### src/rtl/core/sfd_pkg.sv
// shared types and constants of the signed floored divider
package sfd_pkg;

   localparam int DATA_WIDTH = 32;
   // input register, one cell per quotient bit, output register
   localparam int LATENCY    = DATA_WIDTH + 2;

   typedef logic signed [DATA_WIDTH-1:0] word_type;
   typedef logic        [DATA_WIDTH-1:0] mag_type;

   typedef enum logic [1:0] {
      STATUS_OK       = 2'd0,
      STATUS_DIV_ZERO = 2'd1,
      STATUS_OVERFLOW = 2'd2
   } status_type;

   // one operand pair on its way down the chain
   typedef struct packed {
      mag_type    rem;       // partial remainder
      mag_type    numq;      // numerator bits still to shift out, quotient bits shifted in
      mag_type    den_mag;   // divisor magnitude
      mag_type    num_raw;   // numerator as received
      mag_type    den_raw;   // denominator as received
      logic       num_neg;
      logic       den_neg;
      status_type status;
   } slice_type;

endpackage

### src/rtl/core/sfd_prep.sv
// input stage: operand magnitudes, signs and special case detection
module sfd_prep (
   input  logic               clock,
   input  logic               reset,
   input  logic               load,
   input  sfd_pkg::word_type  numerator,
   input  sfd_pkg::word_type  denominator,
   output logic               valid,
   output sfd_pkg::slice_type slice
);
   import sfd_pkg::*;

   localparam mag_type MIN_VALUE = {1'b1, {(DATA_WIDTH-1){1'b0}}};

   logic      valid_ff;
   slice_type slice_ff, slice_in;
   mag_type   n_u, d_u;

   always_comb begin
      n_u = mag_type'(numerator);
      d_u = mag_type'(denominator);
      slice_in.num_raw = n_u;
      slice_in.den_raw = d_u;
      slice_in.num_neg = n_u[DATA_WIDTH-1];
      slice_in.den_neg = d_u[DATA_WIDTH-1];
      slice_in.numq    = n_u[DATA_WIDTH-1] ? (~n_u + 1'b1) : n_u;
      slice_in.den_mag = d_u[DATA_WIDTH-1] ? (~d_u + 1'b1) : d_u;
      slice_in.rem     = '0;
      if (d_u == '0) begin
         slice_in.status = STATUS_DIV_ZERO;
      end else if (n_u == MIN_VALUE && d_u == '1) begin
         slice_in.status = STATUS_OVERFLOW;
      end else begin
         slice_in.status = STATUS_OK;
      end
   end

   always_ff @(posedge clock) begin
      if (reset) begin
         valid_ff <= 1'b0;
      end else begin
         valid_ff <= load;
      end
      slice_ff <= slice_in;
   end

   assign valid = valid_ff;
   assign slice = slice_ff;

endmodule

### config.mk
export PLATFORM = sky130hd
export DESIGN_NAME = sfd_prep
export DESIGN_NICKNAME = d
export VERILOG_FILES = /design/src/rtl/core/sfd_pkg.sv /design/src/rtl/core/sfd_prep.sv
export SDC_FILE = /design/constraint.sdc
export NUM_CORES = 1
export LEC_CHECK = 0
export BUFFER_PORTS_ARGS = -buffer_cell sky130_fd_sc_hd__buf_4
export CAP_MARGIN = 20
export CORE_MARGIN = 5
export CORE_UTILIZATION = 40
export CTS_CLUSTER_DIAMETER = 120
export DETAILED_ROUTE_END_ITERATION = 7
export PLACE_DENSITY = 0.72
export SETUP_SLACK_MARGIN = 0.1
export SYNTH_ARGS = -nofsm -noshare
export SYNTH_HDL_FRONTEND = slang
export SYNTH_SLANG_ARGS = --single-unit
export TNS_END_PERCENT = 1
### constraint.sdc
create_clock -name clock -period 2.88 [get_ports clock]
set_clock_uncertainty 0.2 [all_clocks]
set_input_delay 0.576 -clock clock [delete_from_list [all_inputs] [get_ports clock]]
set_output_delay 0.576 -clock clock [all_outputs]
set_load 0.005 [all_outputs]
== Word-level counts from Yosys, hierarchy flattened ==
Cells that the tools add are included.

* Bits in registers: 133
* Output and inout bits: 165
* Word-level logic and storage cells: 21

* Add/sub/neg operators: 2
* Equal/unequal tests: 2
* Mux-type cells: 3
* Bitwise gates (word level): 2
* Reductions and logical operators: 2

{| class="wikitable"
|+ Operators with widths
! cell !! count
|-
| adder 32 x 1 -> 32 bit (second input constant) || 2
|-
| equality test 32 bit (second input constant) || 2
|-
| inverter 32 bit || 2
|-
| 2-to-1 mux 31 bit || 2
|-
| zero test 32 bit || 1
|-
| 2-to-1 mux 2 bit || 1
|-
| logical AND 1 bit || 1
|}

== Longest topological paths before layout ==
* Word-level depth: 3
* Gate-level depth with buffers: 6
* Gate-level depth less buffers: 6

== Worst setup path before layout ==
No wires, ideal clock.

* Kind: input to register
* Start point: input port denominator[1]
* End point: register slice_ff, in the netlist slice[94]
* Arrival time: 1.838 ns
* Data required time: 2.608 ns
* Path slack: 0.770 ns
* Cell stages on the path: 6
* Buffers on the path: 0
* Cell sequence: inv_1 ha_1 nor3b_1 nand4_2 o41ai_1 xnor2_1

{| class="wikitable"
|+ RTL lines
! item !! line !! RTL
|-
| start: declaration || sfd_prep.sv:7 || <nowiki>input sfd_pkg::word_type denominator,</nowiki>
|-
| end signal: assignment || sfd_prep.sv:44 || <nowiki>slice_ff <= slice_in;</nowiki>
|-
| end: declaration || sfd_prep.sv:16 || <nowiki>slice_type slice_ff, slice_in;</nowiki>
|}

==> key figures <==
Clock tree
  • Clock transition at path regs: about 0.060 ns
  • Root buf cell: clkbuf_8
  • Post-CTS Setup Inserts: 0
  • CTS tree: done
  • Num CTS Buffers: 17
  • Clock sink count: 129
  • Maximum clock insertion buffer count: 2
  • H-tree Lvls: 4

Worst hold path
  • HP Start: denominator[15]
  • Hold crit path type: primary input to flip-flop
  • Hold depth: 1
  • Hold endpoint: slice[19]

Routing
  • Final ANT Viol Nets: 0
  • Highest routed layer: met4
  • Residual DRC: 0
  • Met1 WL: 4970 µm
  • Met3 wire len: ~1600 µm
  • Routed vias/inst: approximately 4.7
  • Vias: 3725
  • Wire per inst: 17.2 µm
  • DR pass1 iterations: 6
  • Met2 Routed Length: 6780 µm
  • Routed wire length: about 14000 µm
  • Iteration-0 DRC Markers: 123

Logic synthesis
  • Netlist cell types: 40
  • Avg Cell Area, Syn: approximately 12 µm²
  • Post-Synthesis Cells: roughly 380
  • Post-synthesis sequential element count: 129
  • Mapped Area: 4480 µm²
  • Sequential fraction of the synthesis area: 57.7%
  • Yosys top cell area share: 57.7%
  • Synth area leaders: dfxtp_1 58%, xnor2_1 11%, buf_4 6.0%, o31ai_1 3.2%, o41ai_2 1.8%
  • Area leader, netlist: dfxtp_1
  • Synth Warn #: 0

Floorplanning
  • IO Pins: roughly 230
  • Core area: 10900 µm²
  • Full die area: 13400 µm²
  • Initial Utilization: 41.1%
  • Die Ht: 116 µm
  • Cell Rows: 38
  • Width of the die: roughly 120 µm

Global routing
  • Gr ovfl total: 0
  • Antenna violations before repair: 0
  • First-pass GRT wire length: 20900 µm
  • GR Util All Layers: 20.4%
  • Vias in the first global route: 3973
  • Pin count of the biggest net entering global routing: 34

Timing
  • RSZ-0062 raised after global routing: false
  • Final worst path period share: 88.0%
  • Slew @ Worst Pin: ~0.56 ns
  • Rel. slew slack: 62.3%
  • Max Slew Vio Count: 0
  • Final setup fails: 0
  • Final hold viol count: 0
  • Setup ws final: 0.346 ns
  • Max Fclk: 395 MHz
  • Period minus WS final: approximately 2.5 ns
  • Total negative slack: 0 ns

Setup path
  • CP peak stage delay: 0.56 ns
  • Largest fanout on the critical path: 13
  • Startpoint class of the critical path: primary input
  • CP Data Required Time: 3.13 ns
  • Crit-path slowest cell: dlygate4sd3_1
  • Crit end category: flip-flop
  • Worst-path cell chain: dlygate4sd3_1, buf_4, nor4_4, nand2_4, o41ai_1, xnor2_1
  • Setup CP Type: primary input to flip-flop
  • Worst EP arrival: 2.78 ns

Run status
  • Status: finished clean

Placed design
  • Hpwl dp: 9050 µm
  • Setup WS pre-CTS: around 0.31 ns
  • # placed instances: 705
  • Port Buffers: 199
  • Gpl congestion: 0.791

Power
  • P_leak: 3.13 nW
  • Pwr/cell area: 680 nW/µm²
  • IR drop worst, VDD: 0.000456 V

Run
  • Max cap viols: 0

Finish
  • Layout cells sized above 1: 38.9%
  • Sequential cell area: 2580 µm²
  • Final Util: 65.8%
  • Final cell count without fillers: 793
  • Footprint of the multi-input gates: 1680 µm²
  • Area Overhead vs Synth: 59.9%
  • FILL cells: 767
  • Total Nets Final: 712
  • Antenna diode count: 0
-- synth_stat cells, drive strengths merged --
master  instances
or3             3
clkbuf          5
nand3           6
nor3            7
dfxtp         129
buf            39
a21oi           2
or4             5
xor2            3
nor2b           1
o41a            1
nand4b          1
inv             7
nand4          12
conb            1
o31ai          19
nor3b           1
xnor2          55
nor2            8
nand2          20
o41ai          14
nand2b          3
nor4b           1
o21ai          15
ha              4
or2             2
nor4           14
nand3b          1
-- state kept, by name (all words and copies together) (netlist names) --
name,flops
slice,128
valid,1
-- worst max path at each step --
stage | startpoint | endpoint | slack [ns]
3_3_place_gp | denominator[1] | slice[86] | 0.42
3_5_place_dp | denominator[1] | slice[86] | 0.31
5_1_grt | numerator[5] | slice[130] | 0.23
2_1_floorplan | denominator[1] | slice[94] | 0.77
4_1_cts | denominator[1] | slice[86] | 0.28
6_report | numerator[5] | slice[127] | 0.35
-- critical path: cells and delay by family --
family	cells	cell delay [ns]
AND/OR/NAND/NOR	2	0.80
AO/OA/AOI/OAI	1	0.50
buffers and inverters	2	0.72
XOR/XNOR	1	0.17
-- layer usage --
layer / global-route usage [%] / vias to the layer above
met5: 0 / -
met4: 8.58 / 0
met3: 9.45 / 29
met2: 36.0 / 182
met1: 20.8 / 1732
li1: - / 1782
-- where the power goes --
group / internal (mW) / leakage [nW] / switching (mW) / total, mW
sequential: 1.93 / 1.09 / 0.0427 / 1.97
clock: 1.53 / 0.307 / 0.759 / 2.29
combinational: 0.351 / 1.74 / 0.265 / 0.617
-- what timing repair did --
action / CTS / global route
setup endpoints to repair: 0 / 1
gates resized for setup: 0 / 1
hold buffers: 54 / 3
endpoints found under the hold margin: 54 / 3
-- cells by family after synthesis --
family / share of synthesized area, %
xor+xnor: 11.3
buf+inv: 7.46
other cells: 0.0837
flops: 57.7
compound gates: 8.91
fa+ha+maj: 1.12
simple gates: 13.4
-- stage by stage --
stage / instance area, µm² / hold WS [ns] / power [mW]
3_3_place_gp: 5960 / 0.501 / 2.54
2_1_floorplan: 4590 / 0.404 / 2.20
5_1_grt: 7160 / 0.00228 / 5.07
4_1_cts: 7130 / 0.0000270 / 4.88
6_report: 7160 / 0.0243 / 4.87
3_5_place_dp: 5960 / 0.503 / 2.55
-- cell type report --
class / count / area share, %
Timing Repair Buffer: 256 / 28.8
Tap cell: 140 / 2.45
Inverter: 7 / 0.367
Multi-Input combinational cell: 230 / 23.5
Clock buffer: 20 / 6.22
Sequential cell: 129 / 36.1
Clock inverter: 11 / 2.59
-- cell usage in the layout, fill, tap and decap left out, drive strengths merged, types with 12 or more instances in the layout --
master and instances:
dfxtp 129, buf 199, o31ai 19, dlygate4sd3 57, nand2 20, xnor2 55
conb 32, nand4 12, clkbuf 20, o21ai 15, o41ai 14, nor4 14
Note: power is estimated with default switching activity, not from simulation.
