===== src/rtl/core/sfd_pkg.sv =====
// shared types and constants of the signed floored divider
package sfd_pkg;

   localparam int DATA_WIDTH = 32;
   // input register, one cell per quotient bit, output register
   localparam int LATENCY    = DATA_WIDTH + 2;

   typedef logic signed [DATA_WIDTH-1:0] word_type;
   typedef logic        [DATA_WIDTH-1:0] mag_type;

   typedef enum logic [1:0] {
      STATUS_OK       = 2'd0,
      STATUS_DIV_ZERO = 2'd1,
      STATUS_OVERFLOW = 2'd2
   } status_type;

   // one operand pair on its way down the chain
   typedef struct packed {
      mag_type    rem;       // partial remainder
      mag_type    numq;      // numerator bits still to shift out, quotient bits shifted in
      mag_type    den_mag;   // divisor magnitude
      mag_type    num_raw;   // numerator as received
      mag_type    den_raw;   // denominator as received
      logic       num_neg;
      logic       den_neg;
      status_type status;
   } slice_type;

endpackage


===== src/rtl/core/sfd_cell.sv =====
// one restoring division step: shift in a numerator bit, trial subtract, keep a quotient bit
module sfd_cell (
   input  logic               clock,
   input  logic               reset,
   input  logic               valid_up,
   input  sfd_pkg::slice_type slice_up,
   output logic               valid_dn,
   output sfd_pkg::slice_type slice_dn
);
   import sfd_pkg::*;

   logic                  valid_ff;
   slice_type             slice_ff, slice_in;
   logic [DATA_WIDTH:0]   trial;
   logic [DATA_WIDTH:0]   diff;

   always_comb begin
      trial    = {slice_up.rem, slice_up.numq[DATA_WIDTH-1]};
      diff     = trial - {1'b0, slice_up.den_mag};
      slice_in = slice_up;
      // top bit of the difference set means the trial went below zero
      if (diff[DATA_WIDTH]) begin
         slice_in.rem  = trial[DATA_WIDTH-1:0];
         slice_in.numq = {slice_up.numq[DATA_WIDTH-2:0], 1'b0};
      end else begin
         slice_in.rem  = diff[DATA_WIDTH-1:0];
         slice_in.numq = {slice_up.numq[DATA_WIDTH-2:0], 1'b1};
      end
   end

   always_ff @(posedge clock) begin
      if (reset) begin
         valid_ff <= 1'b0;
      end else begin
         valid_ff <= valid_up;
      end
      slice_ff <= slice_in;
   end

   assign valid_dn = valid_ff;
   assign slice_dn = slice_ff;

endmodule


===== config.mk =====
export PLATFORM = sky130hd
export DESIGN_NAME = sfd_cell
export DESIGN_NICKNAME = d
export VERILOG_FILES = /design/src/rtl/core/sfd_pkg.sv /design/src/rtl/core/sfd_cell.sv
export SDC_FILE = /design/constraint.sdc
export NUM_CORES = 1
export LEC_CHECK = 0
export BUFFER_PORTS_ARGS = -buffer_cell sky130_fd_sc_hd__buf_2
export CORE_AREA = 2 2 129 131
export CTS_CLUSTER_DIAMETER = 100
export DETAILED_ROUTE_END_ITERATION = 7
export DIE_AREA = 0 0 131 133
export HOLD_SLACK_MARGIN = 0.02
export PLACE_DENSITY_LB_ADDON = 0.25
export REMOVE_ABC_BUFFERS = 1
export SLEW_MARGIN = 20
export SYNTH_ARGS = -nofsm -noshare
export SYNTH_HDL_FRONTEND = slang
export SYNTH_SLANG_ARGS = --single-unit

===== constraint.sdc =====
create_clock -name clock -period 3.3 [get_ports clock]
set_input_delay 0.165 -clock clock [delete_from_list [all_inputs] [get_ports clock]]
set_output_delay 0.165 -clock clock [all_outputs]
set_load 0.01 [all_outputs]

# --- After elaboration in Yosys (flattened, before gate mapping) ---
# Index checks and enable logic that the tools add are counted.
word_totals:
  rom_bits: 0
  output_inout_bits: 165
  memories: 0
  latch_bits: 0
  input_bits: 167
  reg_bits: 165
  ramBits: 0
classes:
  addsub: 1
  n_lt_le_gt_ge: 0
  bitwise: 0
  mux: 1
  div: 0
  reduce_logical: 0
  shifts: 0
  eq_ne: 0
  multipliers: 0
op_table:
  columns: ["op", "n"]
  rows:
  - ["$mux 64", 1]
  - ["$sub 33x32->33", 1]

# --- Logic depth before layout (Yosys ltp) ---
depth:
  depth_word: 2
  mapped_depth: 13
  mapped_depth_nobuf: 12

# --- Worst setup path before layout ---
# Ideal clock, no wire load.
synth_timing:
  path_type: "input-to-reg"
  start: "input port slice_up[84] in the netlist's numbering"
  end: "register slice_ff (netlist bit slice_dn[135])"
  arrival_time_ns: 2.436
  stages: 12
  path_slack_ns: 0.743
  path_cell_list: "inv_1 ha_1 buf_6 a21oi_4 o211ai_1 a221o_1 a211o_1 o21a_1 o211ai_4 inv_2 buf_6 mux2_4"
synth_lines:
  columns: ["item", "line", "text"]
  rows:
  - ["start, declared", "sfd_cell.sv:6", "input sfd_pkg::slice_type slice_up,"]
  - ["end signal, assigned", "sfd_cell.sv:37", "slice_ff <= slice_in;"]
  - ["end, declared", "sfd_cell.sv:13", "slice_type slice_ff, slice_in;"]

==> results by group <==
Synth
  • Post-synth design cell area: 5763 um^2
  • Post-synth EDFFs: 0
  • Syn Area/Cell: 10.96 um^2
  • Yosys cell types: 49
  • #FFs+latches synth: 165
  • Sequential share of the synthesized area: 0.5732
  • Cells after Synth: 526
  • Synthesis Warnings: 0
  • Leading register cell type out of synthesis: dfxtp_1
  • Asr flop ratio synth: 0

STA
  • Slew @ Worst Pin: 439.0 ps
  • Fmax: 0.3353 GHz
  • Final setup viols: 0
  • Max Slew Vio Count: 0
  • Final Hold Fails: 0
  • Min cycle time layout: 2983 ps
  • Fin crit share: 0.9038
  • Slew headroom: 0.7047
  • Setup tns final: 0 ps
  • RSZ-0062 raised after global routing: no

Route
  • Via density: 4.556
  • Starting DRT DRC Count: 219
  • Routed Antenna Nets: 0
  • DR vias: 5768
  • TritonRoute pass-1 iters: 4
  • Final wirelength: 20640 um
  • Routed length per instance: 16.30 um
  • DRC viols: 0

Floorplan
  • Core region area: 16170 um^2
  • Ports: 332
  • Die Width: 131 um
  • Die height: 133 um
  • Row count: 47
  • Full die area: 17420 um^2
  • Starting density of the core: 0.3564

Global route
  • GRT Overall Usage: 0.2328
  • Largest net degree at the start of global routing: 28
  • Number of global-route vias before repair: 5919
  • Initial antenna violation count: 6
  • First-pass GRT wire length: 30720 um
  • Total gr overflow: 0

Power and ir drop
  • Lkg Pwr: 4.936 nW
  • Maximum VDD drop: 350.9 uV
  • Cell Pwr Density: 534.5 nW/um^2

Clocking
  • Worst-path clk slew: 70 ps
  • # resized after CTS: 0
  • CTS Buf Count: 17
  • Root Buffer: clkbuf_16
  • CTS tree: done
  • Post-CTS Setup Bufs: 0
  • Sink Count: 165
  • Max Root-Sink Buffers: 2
  • Hold buffer count at cts: 165
  • H-tree levels: 4

Worst setup path
  • Crit-path slowest cell: dlygate4sd3_1
  • CP max stage delay: 540 ps
  • CP max FO: 11
  • Critical Path RT: 3600 ps
  • Arrival time worst endpoint: 3290 ps
  • Crit path kind: in -> reg
  • CP endpoint kind: register
  • Worst path most repeated cell: a21oi_1
  • Critical path launch point type: input pin
  • Crit path cell chain: dlygate4sd3_1 > buf_2 > ha_1 > fa_1 > nand2b_1 > a21oi_1 > o211ai_1 > a21oi_1 > o21a_1 > o211ai_4 > inv_2 > buf_4 > mux2_4

Final layout
  • Layout cell share with drive strength beyond 1: 0.3733
  • Final #Nets: 1229
  • Synth-to-Final Area Change: 71.58%
  • Utilization after layout: 0.6115

Run status
  • Status: complete, no violations

Place
  • DP HPWL: 14760 um
  • PortBufs: 331
  • Routability cong.: 0.9145

Flow run
  • Max-cap violation count: 0

Worst hold path
  • Worst min-delay path class: in -> reg
[registers in the layout (all words and copies together) (netlist names)]
register	flops
slice_dn	164
valid_dn	1
[layer usage]
layer,up-vias,GRT usage,part of all wire
met5,-,0,0.0010
met4,4,0.1022,0.031
met3,54,0.06712,0.070
met1,2654,0.2533,0.39
met2,238,0.4136,0.51
li1,2818,-,-
[placed cells by master, fill, tap and decap left out, types with 7 or more instances in the layout]
cell	netlist	layout
buf_2	1	331
dfxtp_1	165	165
xor2_1	10	10
xnor2_1	14	14
mux2_4	18	18
nand2_1	44	44
nand4_1	7	7
dlygate4sd3_1	0	165
o21ai_0	24	24
a21oi_1	34	34
nor2_1	16	16
clkbuf_16	0	17
ha_1	32	32
inv_1	41	41
nand3_1	11	11
a21o_1	15	15
o211ai_1	8	8
[Yosys cell counts, types with 2 or more instances]
| cell | instances | share of area |
|---|---|---|
| clkbuf_1 | 11 | 0.0072 |
| o21ai_0 | 24 | 0.021 |
| inv_1 | 41 | 0.027 |
| o21bai_1 | 5 | 0.0065 |
| nor3_1 | 4 | 0.0035 |
| o21a_1 | 6 | 0.0078 |
| and3_1 | 6 | 0.0065 |
| a21o_1 | 15 | 0.020 |
| a21boi_0 | 2 | 0.0026 |
| nand2_1 | 44 | 0.029 |
| buf_6 | 3 | 0.0059 |
| mux2_4 | 18 | 0.047 |
| nor2_1 | 16 | 0.010 |
| nand4_1 | 7 | 0.0076 |
| dfxtp_1 | 165 | 0.57 |
| o31ai_1 | 5 | 0.0065 |
| o211ai_1 | 8 | 0.010 |
| and2_1 | 3 | 0.0033 |
| xnor2_1 | 14 | 0.021 |
| o41ai_1 | 2 | 0.0030 |
| a21oi_1 | 34 | 0.030 |
| xor2_1 | 10 | 0.015 |
| ha_1 | 32 | 0.069 |
| nand2b_1 | 5 | 0.0054 |
| nand3_1 | 11 | 0.0096 |
| and4_1 | 2 | 0.0030 |
| a211oi_1 | 4 | 0.0052 |
| nor2b_1 | 6 | 0.0065 |
| o2111ai_1 | 2 | 0.0030 |
| a31oi_1 | 2 | 0.0022 |
[worst paths after layout]
path,from,to,cells past startpoint
min,slice_up[3],slice_dn[3]$_DFF_P_,2
max,slice_up[68],slice_dn[138]$_DFF_P_,13
[cell type report]
class / count / area (um^2)
clock buffer: 18 / 439.2
sequential: 165 / 3303
timing repair buffer: 499 / 3331
fill: 1331 / 6284
multi-input combinational: 304 / 2222
antenna: 4 / 10.01
clock inverter: 14 / 150.1
inverter: 42 / 157.7
tap: 220 / 275.3
[report_power, final]
group          total, mW  internal (mW)  leakage [nW]  switching (mW)
Sequential          2.21           2.16          1.39          0.0472
Combinational       1.12          0.564          3.25           0.553
Clock               1.96           1.04         0.291           0.921
Total               5.29           3.76          4.94            1.52
[worst max-delay path, delay by kind of cell]
family	cells	cell delay, ps
fa+ha+maj	2	610
simple gates	1	180
buf+inv	4	990
mux	1	330
compound gates	5	990
[metrics by stage]
| step | area, um^2 | hold slack, ps | cells | setup slack, ps | power, mW |
|---|---|---|---|---|---|
| 2_1_floorplan | 5683 | 192.7 | 511 | 362.8 | 2.791 |
| 3_3_place_gp | 7637 | 267.1 | 1065 | 510.3 | 3.196 |
| 3_5_place_dp | 7637 | 268.6 | 1065 | 426.9 | 3.199 |
| 4_1_cts | 9878 | 348.9 | 1262 | 308.6 | 5.317 |
| 5_1_grt | 9888 | 361.1 | 1266 | 60.87 | 5.535 |
| 6_report | 9888 | 369.4 | 1266 | 317.4 | 5.285 |
[cells by family after synthesis]
group / after synthesis / synth area share
compound gates: 120 / 0.1383
xor+xnor: 24 / 0.03647
fa+ha+maj: 33 / 0.07295
buf+inv: 57 / 0.04125
flops: 165 / 0.5732
mux: 18 / 0.04690
simple gates: 109 / 0.09097
No activity file was read; power rests on OpenSTA's default activity.
