==> src/rtl/core/sfd_pkg.sv <==
// shared types and constants of the signed floored divider
package sfd_pkg;

   localparam int DATA_WIDTH = 32;
   // input register, one cell per quotient bit, output register
   localparam int LATENCY    = DATA_WIDTH + 2;

   typedef logic signed [DATA_WIDTH-1:0] word_type;
   typedef logic        [DATA_WIDTH-1:0] mag_type;

   typedef enum logic [1:0] {
      STATUS_OK       = 2'd0,
      STATUS_DIV_ZERO = 2'd1,
      STATUS_OVERFLOW = 2'd2
   } status_type;

   // one operand pair on its way down the chain
   typedef struct packed {
      mag_type    rem;       // partial remainder
      mag_type    numq;      // numerator bits still to shift out, quotient bits shifted in
      mag_type    den_mag;   // divisor magnitude
      mag_type    num_raw;   // numerator as received
      mag_type    den_raw;   // denominator as received
      logic       num_neg;
      logic       den_neg;
      status_type status;
   } slice_type;

endpackage

==> src/rtl/core/sfd_post.sv <==
// output stage: sign restore, floor correction and special case results
module sfd_post (
   input  logic                clock,
   input  logic                reset,
   input  logic                valid,
   input  sfd_pkg::slice_type  slice,
   output logic                strobe,
   output sfd_pkg::word_type   quotient,
   output sfd_pkg::word_type   remainder,
   output sfd_pkg::status_type status
);
   import sfd_pkg::*;

   logic       strobe_ff;
   mag_type    quot_ff, quot_in;
   mag_type    rem_ff, rem_in;
   status_type status_ff;
   logic       den_neg_ff;
   logic       differ, fix;
   mag_type    mr_sel, d_sel, q_sel;

   always_comb begin
      differ = slice.num_neg ^ slice.den_neg;
      fix    = differ && (slice.rem != '0);
      // floored: quotient is ~mq when corrected, -mq when only signs differ
      q_sel   = differ ? ~slice.numq : slice.numq;
      quot_in = q_sel + mag_type'(differ && !fix);
      // remainder: +-mr, plus the raw denominator when corrected
      mr_sel  = slice.num_neg ? ~slice.rem : slice.rem;
      d_sel   = fix ? slice.den_raw : '0;
      rem_in  = d_sel + mr_sel + mag_type'(slice.num_neg);
      case (slice.status)
         STATUS_DIV_ZERO: begin
            quot_in = '0;
            rem_in  = slice.num_raw;
         end
         STATUS_OVERFLOW: begin
            quot_in = slice.num_raw;
            rem_in  = '0;
         end
         default: begin
         end
      endcase
   end

   always_ff @(posedge clock) begin
      if (reset) begin
         strobe_ff <= 1'b0;
      end else begin
         strobe_ff <= valid;
      end
      quot_ff    <= quot_in;
      rem_ff     <= rem_in;
      status_ff  <= slice.status;
      den_neg_ff <= slice.den_neg;
   end

   assign strobe    = strobe_ff;
   assign quotient  = word_type'(quot_ff);
   assign remainder = word_type'(rem_ff);
   assign status    = status_ff;

   // a normal remainder carries the sign of the denominator
   assert property (@(posedge clock) disable iff (reset)
      strobe_ff && status_ff == STATUS_OK && rem_ff != '0
         |-> rem_ff[DATA_WIDTH-1] == den_neg_ff)
      else $error("remainder sign differs from denominator sign");

   // divide by zero gives a zero quotient
   assert property (@(posedge clock) disable iff (reset)
      strobe_ff && status_ff == STATUS_DIV_ZERO |-> quot_ff == '0)
      else $error("divide by zero with nonzero quotient");

endmodule

==> config.mk <==
export PLATFORM = sky130hd
export DESIGN_NAME = sfd_post
export DESIGN_NICKNAME = d
export VERILOG_FILES = /design/src/rtl/core/sfd_pkg.sv /design/src/rtl/core/sfd_post.sv
export SDC_FILE = /design/constraint.sdc
export NUM_CORES = 1
export LEC_CHECK = 0
export BUFFER_PORTS_ARGS = -buffer_cell sky130_fd_sc_hd__clkbuf_2
export CELL_PAD_IN_SITES_DETAIL_PLACEMENT = 1
export CELL_PAD_IN_SITES_GLOBAL_PLACEMENT = 1
export CORE_MARGIN = 2
export CORE_UTILIZATION = 37
export DETAILED_ROUTE_END_ITERATION = 16
export HOLD_SLACK_MARGIN = 0.02
export PLACE_DENSITY_LB_ADDON = 0.1
export SLEW_MARGIN = 20
export SYNTH_ARGS = -nofsm -noshare
export SYNTH_HDL_FRONTEND = slang
export SYNTH_SLANG_ARGS = --single-unit
==> constraint.sdc <==
create_clock -name clock -period 12.81 [get_ports clock]
set_input_delay 3.2025 -clock clock [delete_from_list [all_inputs] [get_ports clock]]
set_output_delay 3.2025 -clock clock [all_outputs]
set_load 0.02 [all_outputs]
# Word level (Yosys, flattened, before mapping)
# Cells that the tools add are included.
# Widths: inputs -> output; s select.
[totals]
reg_bits = 67
latch_bits = 0
ramBits = 0
mem_bits_ro = 0
inputBits = 167
output_inout_bits = 67
elab_cells = 21
n_memories = 0
[classes]
addsub = 3
multipliers = 0
div = 0
n_lt_le_gt_ge = 0
n_eq_ne = 2
shifts = 0
mux = 5
n_bitwise = 3
reduce_logical = 4
[ops]
columns = ["operator", "n"]
rows = [
  ["$pmux 32 s2", 2],
  ["$mux 32", 3],
  ["$add 32x1->32", 2],
  ["$not 32->32", 2],
  ["$add 32x32->32", 1],
  ["$reduce_bool 32->1", 1],
  ["$eq 2x1->1 const B", 1],
  ["$eq 2x2->1 const B", 1],
  ["$logic_and 1x1->1", 2],
  ["$logic_not 1->1", 1],
  ["$xor 1x1->1", 1],
]

# Logic depth before layout (Yosys ltp)
[depth]
ltp_word = 6
depth_mapped = 16
ltp_nobuf = 15

# Worst setup path after synthesis
# OpenSTA, ideal clock, no wires.
[synth_timing]
path_kind = "input -> register"
from = "in slice[3] (netlist name)"
to = "reg rem_ff[30], in the netlist remainder[30]"
setup_time_ns = 0.117
t_arrival_ns = 6.447
required_time_ns = 12.693
slack_ns = 6.245
stages = 15
n_path_buf = 3
cell_sequence = "buf_6 > xnor2_1 > clkbuf_1 > nor2_1 > clkbuf_1 > and2_1 > ha_1 > and3_1 > a21boi_0 > o2111a_1 > o31a_1 > a211oi_2 > o221a_2 > nand3_1 > a32o_1"
[synth_between]
elab_chain_len = 6
elab_cells_between_ends = 7
cone_classes = "add/sub (2); mux (3); bitwise (1); reduce/logical (1)"
[synth_lines]
columns = ["element", "line_no", "rtl"]
rows = [
  ["start, declared", "sfd_post.sv:6", "input sfd_pkg::slice_type slice,"],
  ["$xor 1x1->1", "sfd_post.sv:23", "differ = slice.num_neg ^ slice.den_neg;"],
  ["$logic_and 1x1->1", "sfd_post.sv:24", "fix = differ && (slice.rem != '0);"],
  ["$mux 32", "sfd_post.sv:30", "d_sel = fix ? slice.den_raw : '0;"],
  ["$add 32x32->32", "sfd_post.sv:31", "rem_in = d_sel + mr_sel + mag_type'(slice.num_neg);"],
  ["$add 32x1->32 (*)", "sfd_post.sv:31", ""],
  ["$pmux 32 s2 (*)", "sfd_post.sv:32", "case (slice.status)"],
  ["named net rem_in[30]", "sfd_post.sv:16", "mag_type rem_ff, rem_in;"],
  ["end signal, assigned", "sfd_post.sv:53", "rem_ff <= rem_in;"],
  ["end, declared", "sfd_post.sv:16", ""],
]
# The timed path passes the listed nets; every way through them passes the cells marked *.
# A chain may end at the register's enable or synchronous reset.

# Worst setup path after layout
[layout_timing]
from = "in slice[157] (netlist name)"
to = "reg rem_ff[22], in the netlist remainder[22]"
[layout_between]
elab_chain_len = 6
[layout_lines]
columns = ["element", "line_no"]
rows = [
  ["$reduce_bool 32->1", "sfd_post.sv:24"],
  ["$logic_and 1x1->1", "sfd_post.sv:24"],
  ["$mux 32", "sfd_post.sv:30"],
  ["$add 32x32->32", "sfd_post.sv:31"],
  ["$add 32x1->32", "sfd_post.sv:31"],
  ["$pmux 32 s2", "sfd_post.sv:32"],
  ["named net rem_in[22]", "sfd_post.sv:16"],
]
# The timed path passes the listed nets, and every way through them passes these cells.

==> out/metrics.csv <==
metric,value,unit
status,"complete, no violations",
HP Class,in -> reg,
RSZ-0062 raised after global routing,no,
final period utilization,53.0,%
Clock Root Buffer,clkbuf_16,
Final Hold Fails,0,
Int Power,0.000540,W
initial core utilization,37.9,%
Final setup violation count,0,
leak pwr,3.25,nW
CTS buffer count,9,
WP data required,13.01,ns
setup TNS,0,ns
Via-to-Cell Ratio,5.41,
layout cells sized above 1,27.1,%
gpl congestion,0.900,
Avg WL per Cell,17.8,um
PwrDens,125,nW/um^2
# hold bufs at CTS,0,
Slew Limit Headroom,42.2,%
number of port buffers,201,
area of the multi-input gates,3990,sq um
Synth Area in Adders,8.06,%
CTS resizes,0,
Worst Max-Slew Pin Slew,0.867,ns
Core Area,14600,sq um
"Reg clk slew, reported paths",0.06,ns
Via Count,5872,
Post-DP Area,6690,sq um
Worst Setup Start Kind,primary input,
register area share after synthesis,24.3,%
CP max-delay cell,a211oi_2,
die area,15900,sq um
DRT antenna net count,0,
Post-Syn Area,5530,sq um
Slew Limit Fails,0,
drt total wl,19300,um
# IOs,234,
Synth Area in Compound Gates,24.6,%
Layout Nets,1098,
"Data arrival, critical path",6.99,ns
library cells used by synthesis,68,
dpl ws,5.62,ns
worst path cell trace,clkbuf_2 > nor4_1 > nand4_1 > nor2_1 > nor2_1 > buf_4 > and2_1 > ha_1 > and3_1 > a21boi_0 > o2111a_1 > o31a_1 > a211oi_2 > o21a_1 > xor2_1 > o21ai_0,
Setup CP Type,in -> reg,
clock share of power,28.1,%
Yosys warnings,0,
peak supply drop,49.6,uV
largest net degree at the start of global routing,40,
CP peak stage delay,0.39,ns
post-route DRC violation count,0,
Reg power frac,29.9,%
drt first pass iters,4,
Rows,44,
sw frac,38.2,%
Fmax achieved,147,MHz
Clock Path Buffers,2,
die height,126,um
largest family of logic cells by synthesized area,compound AO/OA/AOI/OAI gates,
first-pass GRT wire length,31100,um
Synth-to-Final Area Change,26.3,%
H-tree depth,3,
count of flip-flops with a built-in enable after synthesis,0,
post-synthesis mux area share,1.31,%
FF/Latch Area,1340,sq um
Net Sw Power,0.000334,W
Period minus WS final,6.79,ns
cell count after synthesis,712,
cell mode on critical path,nor2_1,
die width,126,um
CTS Sinks,67,
CP Capture Type,flip-flop,
initial detailed-routing violation count,282,
post-route cell area,6980,sq um
post-CTS setup buffers,0,
dpl hpwl,15600,um
TritonCTS clock tree,built,
vias in the first global route,5985,
initial antenna violation count,0,
Max-Cap Viols,0,
crit path max fanout,33,
fillcell total,1888,
Synth Flop Type,dfxtp_1,
Setup WS post-layout,6.02,ns
Synth Area per Inst,7.76,sq um
syn nets,914,
#FFs+latches synth,67,
GRT overflow,0,
Combinational Power Share,42.1,%
Synth Area in Simple Gates,22.6,%
Antenna Cells,0,
Post-synth ARST share,0,%
Post-Synth XOR/XNOR Area,15.4,%
gr usage total,23.9,%
## layer usage
layer / share of wire (%) / global-route usage [%]
met4: 1.7 / 6.08
met5: 0 / 0
met1: 47 / 32.6
met3: 3.7 / 2.76
met2: 47 / 40.4
## registers in the layout (all words and copies together) (netlist names)
| name | flops |
|---|---|
| quotient | 32 |
| remainder | 32 |
| status | 2 |
| strobe | 1 |
## cell usage in the layout (no fill, tap or decap), types with 8 or more instances in the layout
cell type / n
nand2_1: 99
and2_1: 33
xor2_1: 58
and3_1: 8
a21oi_1: 37
inv_1: 18
a21o_1: 14
nor3_1: 13
nand4_1: 10
o21ai_0: 79
clkbuf_16: 9
dfxtp_1: 67
xnor2_1: 36
a31oi_1: 8
nor2_1: 26
nor4_1: 13
ha_1: 34
clkbuf_2: 201
nand3_1: 13
## critical path, delay by kind of cell
| family | cells | cell delay (ns) |
|---|---|---|
| compound gates | 6 | 1.62 |
| simple gates | 6 | 1.29 |
| fa+ha+maj | 1 | 0.33 |
| buf+inv | 2 | 0.31 |
| xor+xnor | 1 | 0.20 |
## through the flow
step | std cells | total power [W] | hold slack, ns | utilization, %
floorplan | 712 | 0.000500 | 3.23 | -
global placement | 1069 | 0.000621 | 3.35 | 45.8
detailed placement | 1069 | 0.000632 | 3.35 | 45.8
CTS | 1085 | 0.000881 | 3.00 | 47.8
global route | 1085 | 0.000925 | 3.02 | 47.8
finish | 1085 | 0.000874 | 3.01 | 47.8
## Yosys cell counts (6+ instances only)
cell,n,share of area (%)
a21o_1,14,1.9
a21oi_1,37,3.4
a31oi_1,8,0.91
a32o_1,6,1.1
and2_1,33,3.7
and3_1,8,0.91
clkbuf_1,29,2.0
dfxtp_1,67,24
ha_1,34,7.7
inv_1,18,1.2
nand2_1,99,6.7
nand2b_1,7,0.79
nand3_1,13,1.2
nand4_1,10,1.1
nor2_1,26,1.8
nor2b_1,6,0.68
nor3_1,13,1.2
nor4_1,13,1.5
o21ai_0,79,7.2
o21ai_1,6,0.54
or2_2,6,0.68
xnor2_1,37,5.9
xor2_1,58,9.2
## kinds of logic (layout without fill, tap and decap cells)
kind of cell               count (synthesis)  count (layout)
DFF                                       67              67
adders and majority gates                 35              35
AOI/OAI and AO/OA                        206             206
muxes                                      6               6
buffers and inverters                     53             242
xor gates and xnor gates                  96              96
and+or+nand+nor                          249             249
## area by class of cell
type                            count  share of cell area [%]
Sequential cell                    67                    19.2
Inverter                           19                    1.02
Clock buffer                       11                    3.48
Tap cell                          184                    3.30
Multi-Input combinational cell    592                    57.2
Clock inverter                      5                   0.753
Timing Repair Buffer              207                    15.1
## worst paths after layout
path	from	end	slack, ns	depth (start not counted)
hold / removal	slice[0]	status[0]	3.01	1
setup / recovery	slice[157]	remainder[22]	6.02	16
## power groups by stage
stage	clock network (W)	registers, W	logic [W]
finish	0.000245	0.000261	0.000368
floorplan	0	0.000314	0.000186
global route	0.000259	0.000264	0.000402
CTS	0.000251	0.000262	0.000368
global placement	0	0.000265	0.000357
detailed placement	0	0.000266	0.000366
Power figures use the tool's default switching activity.
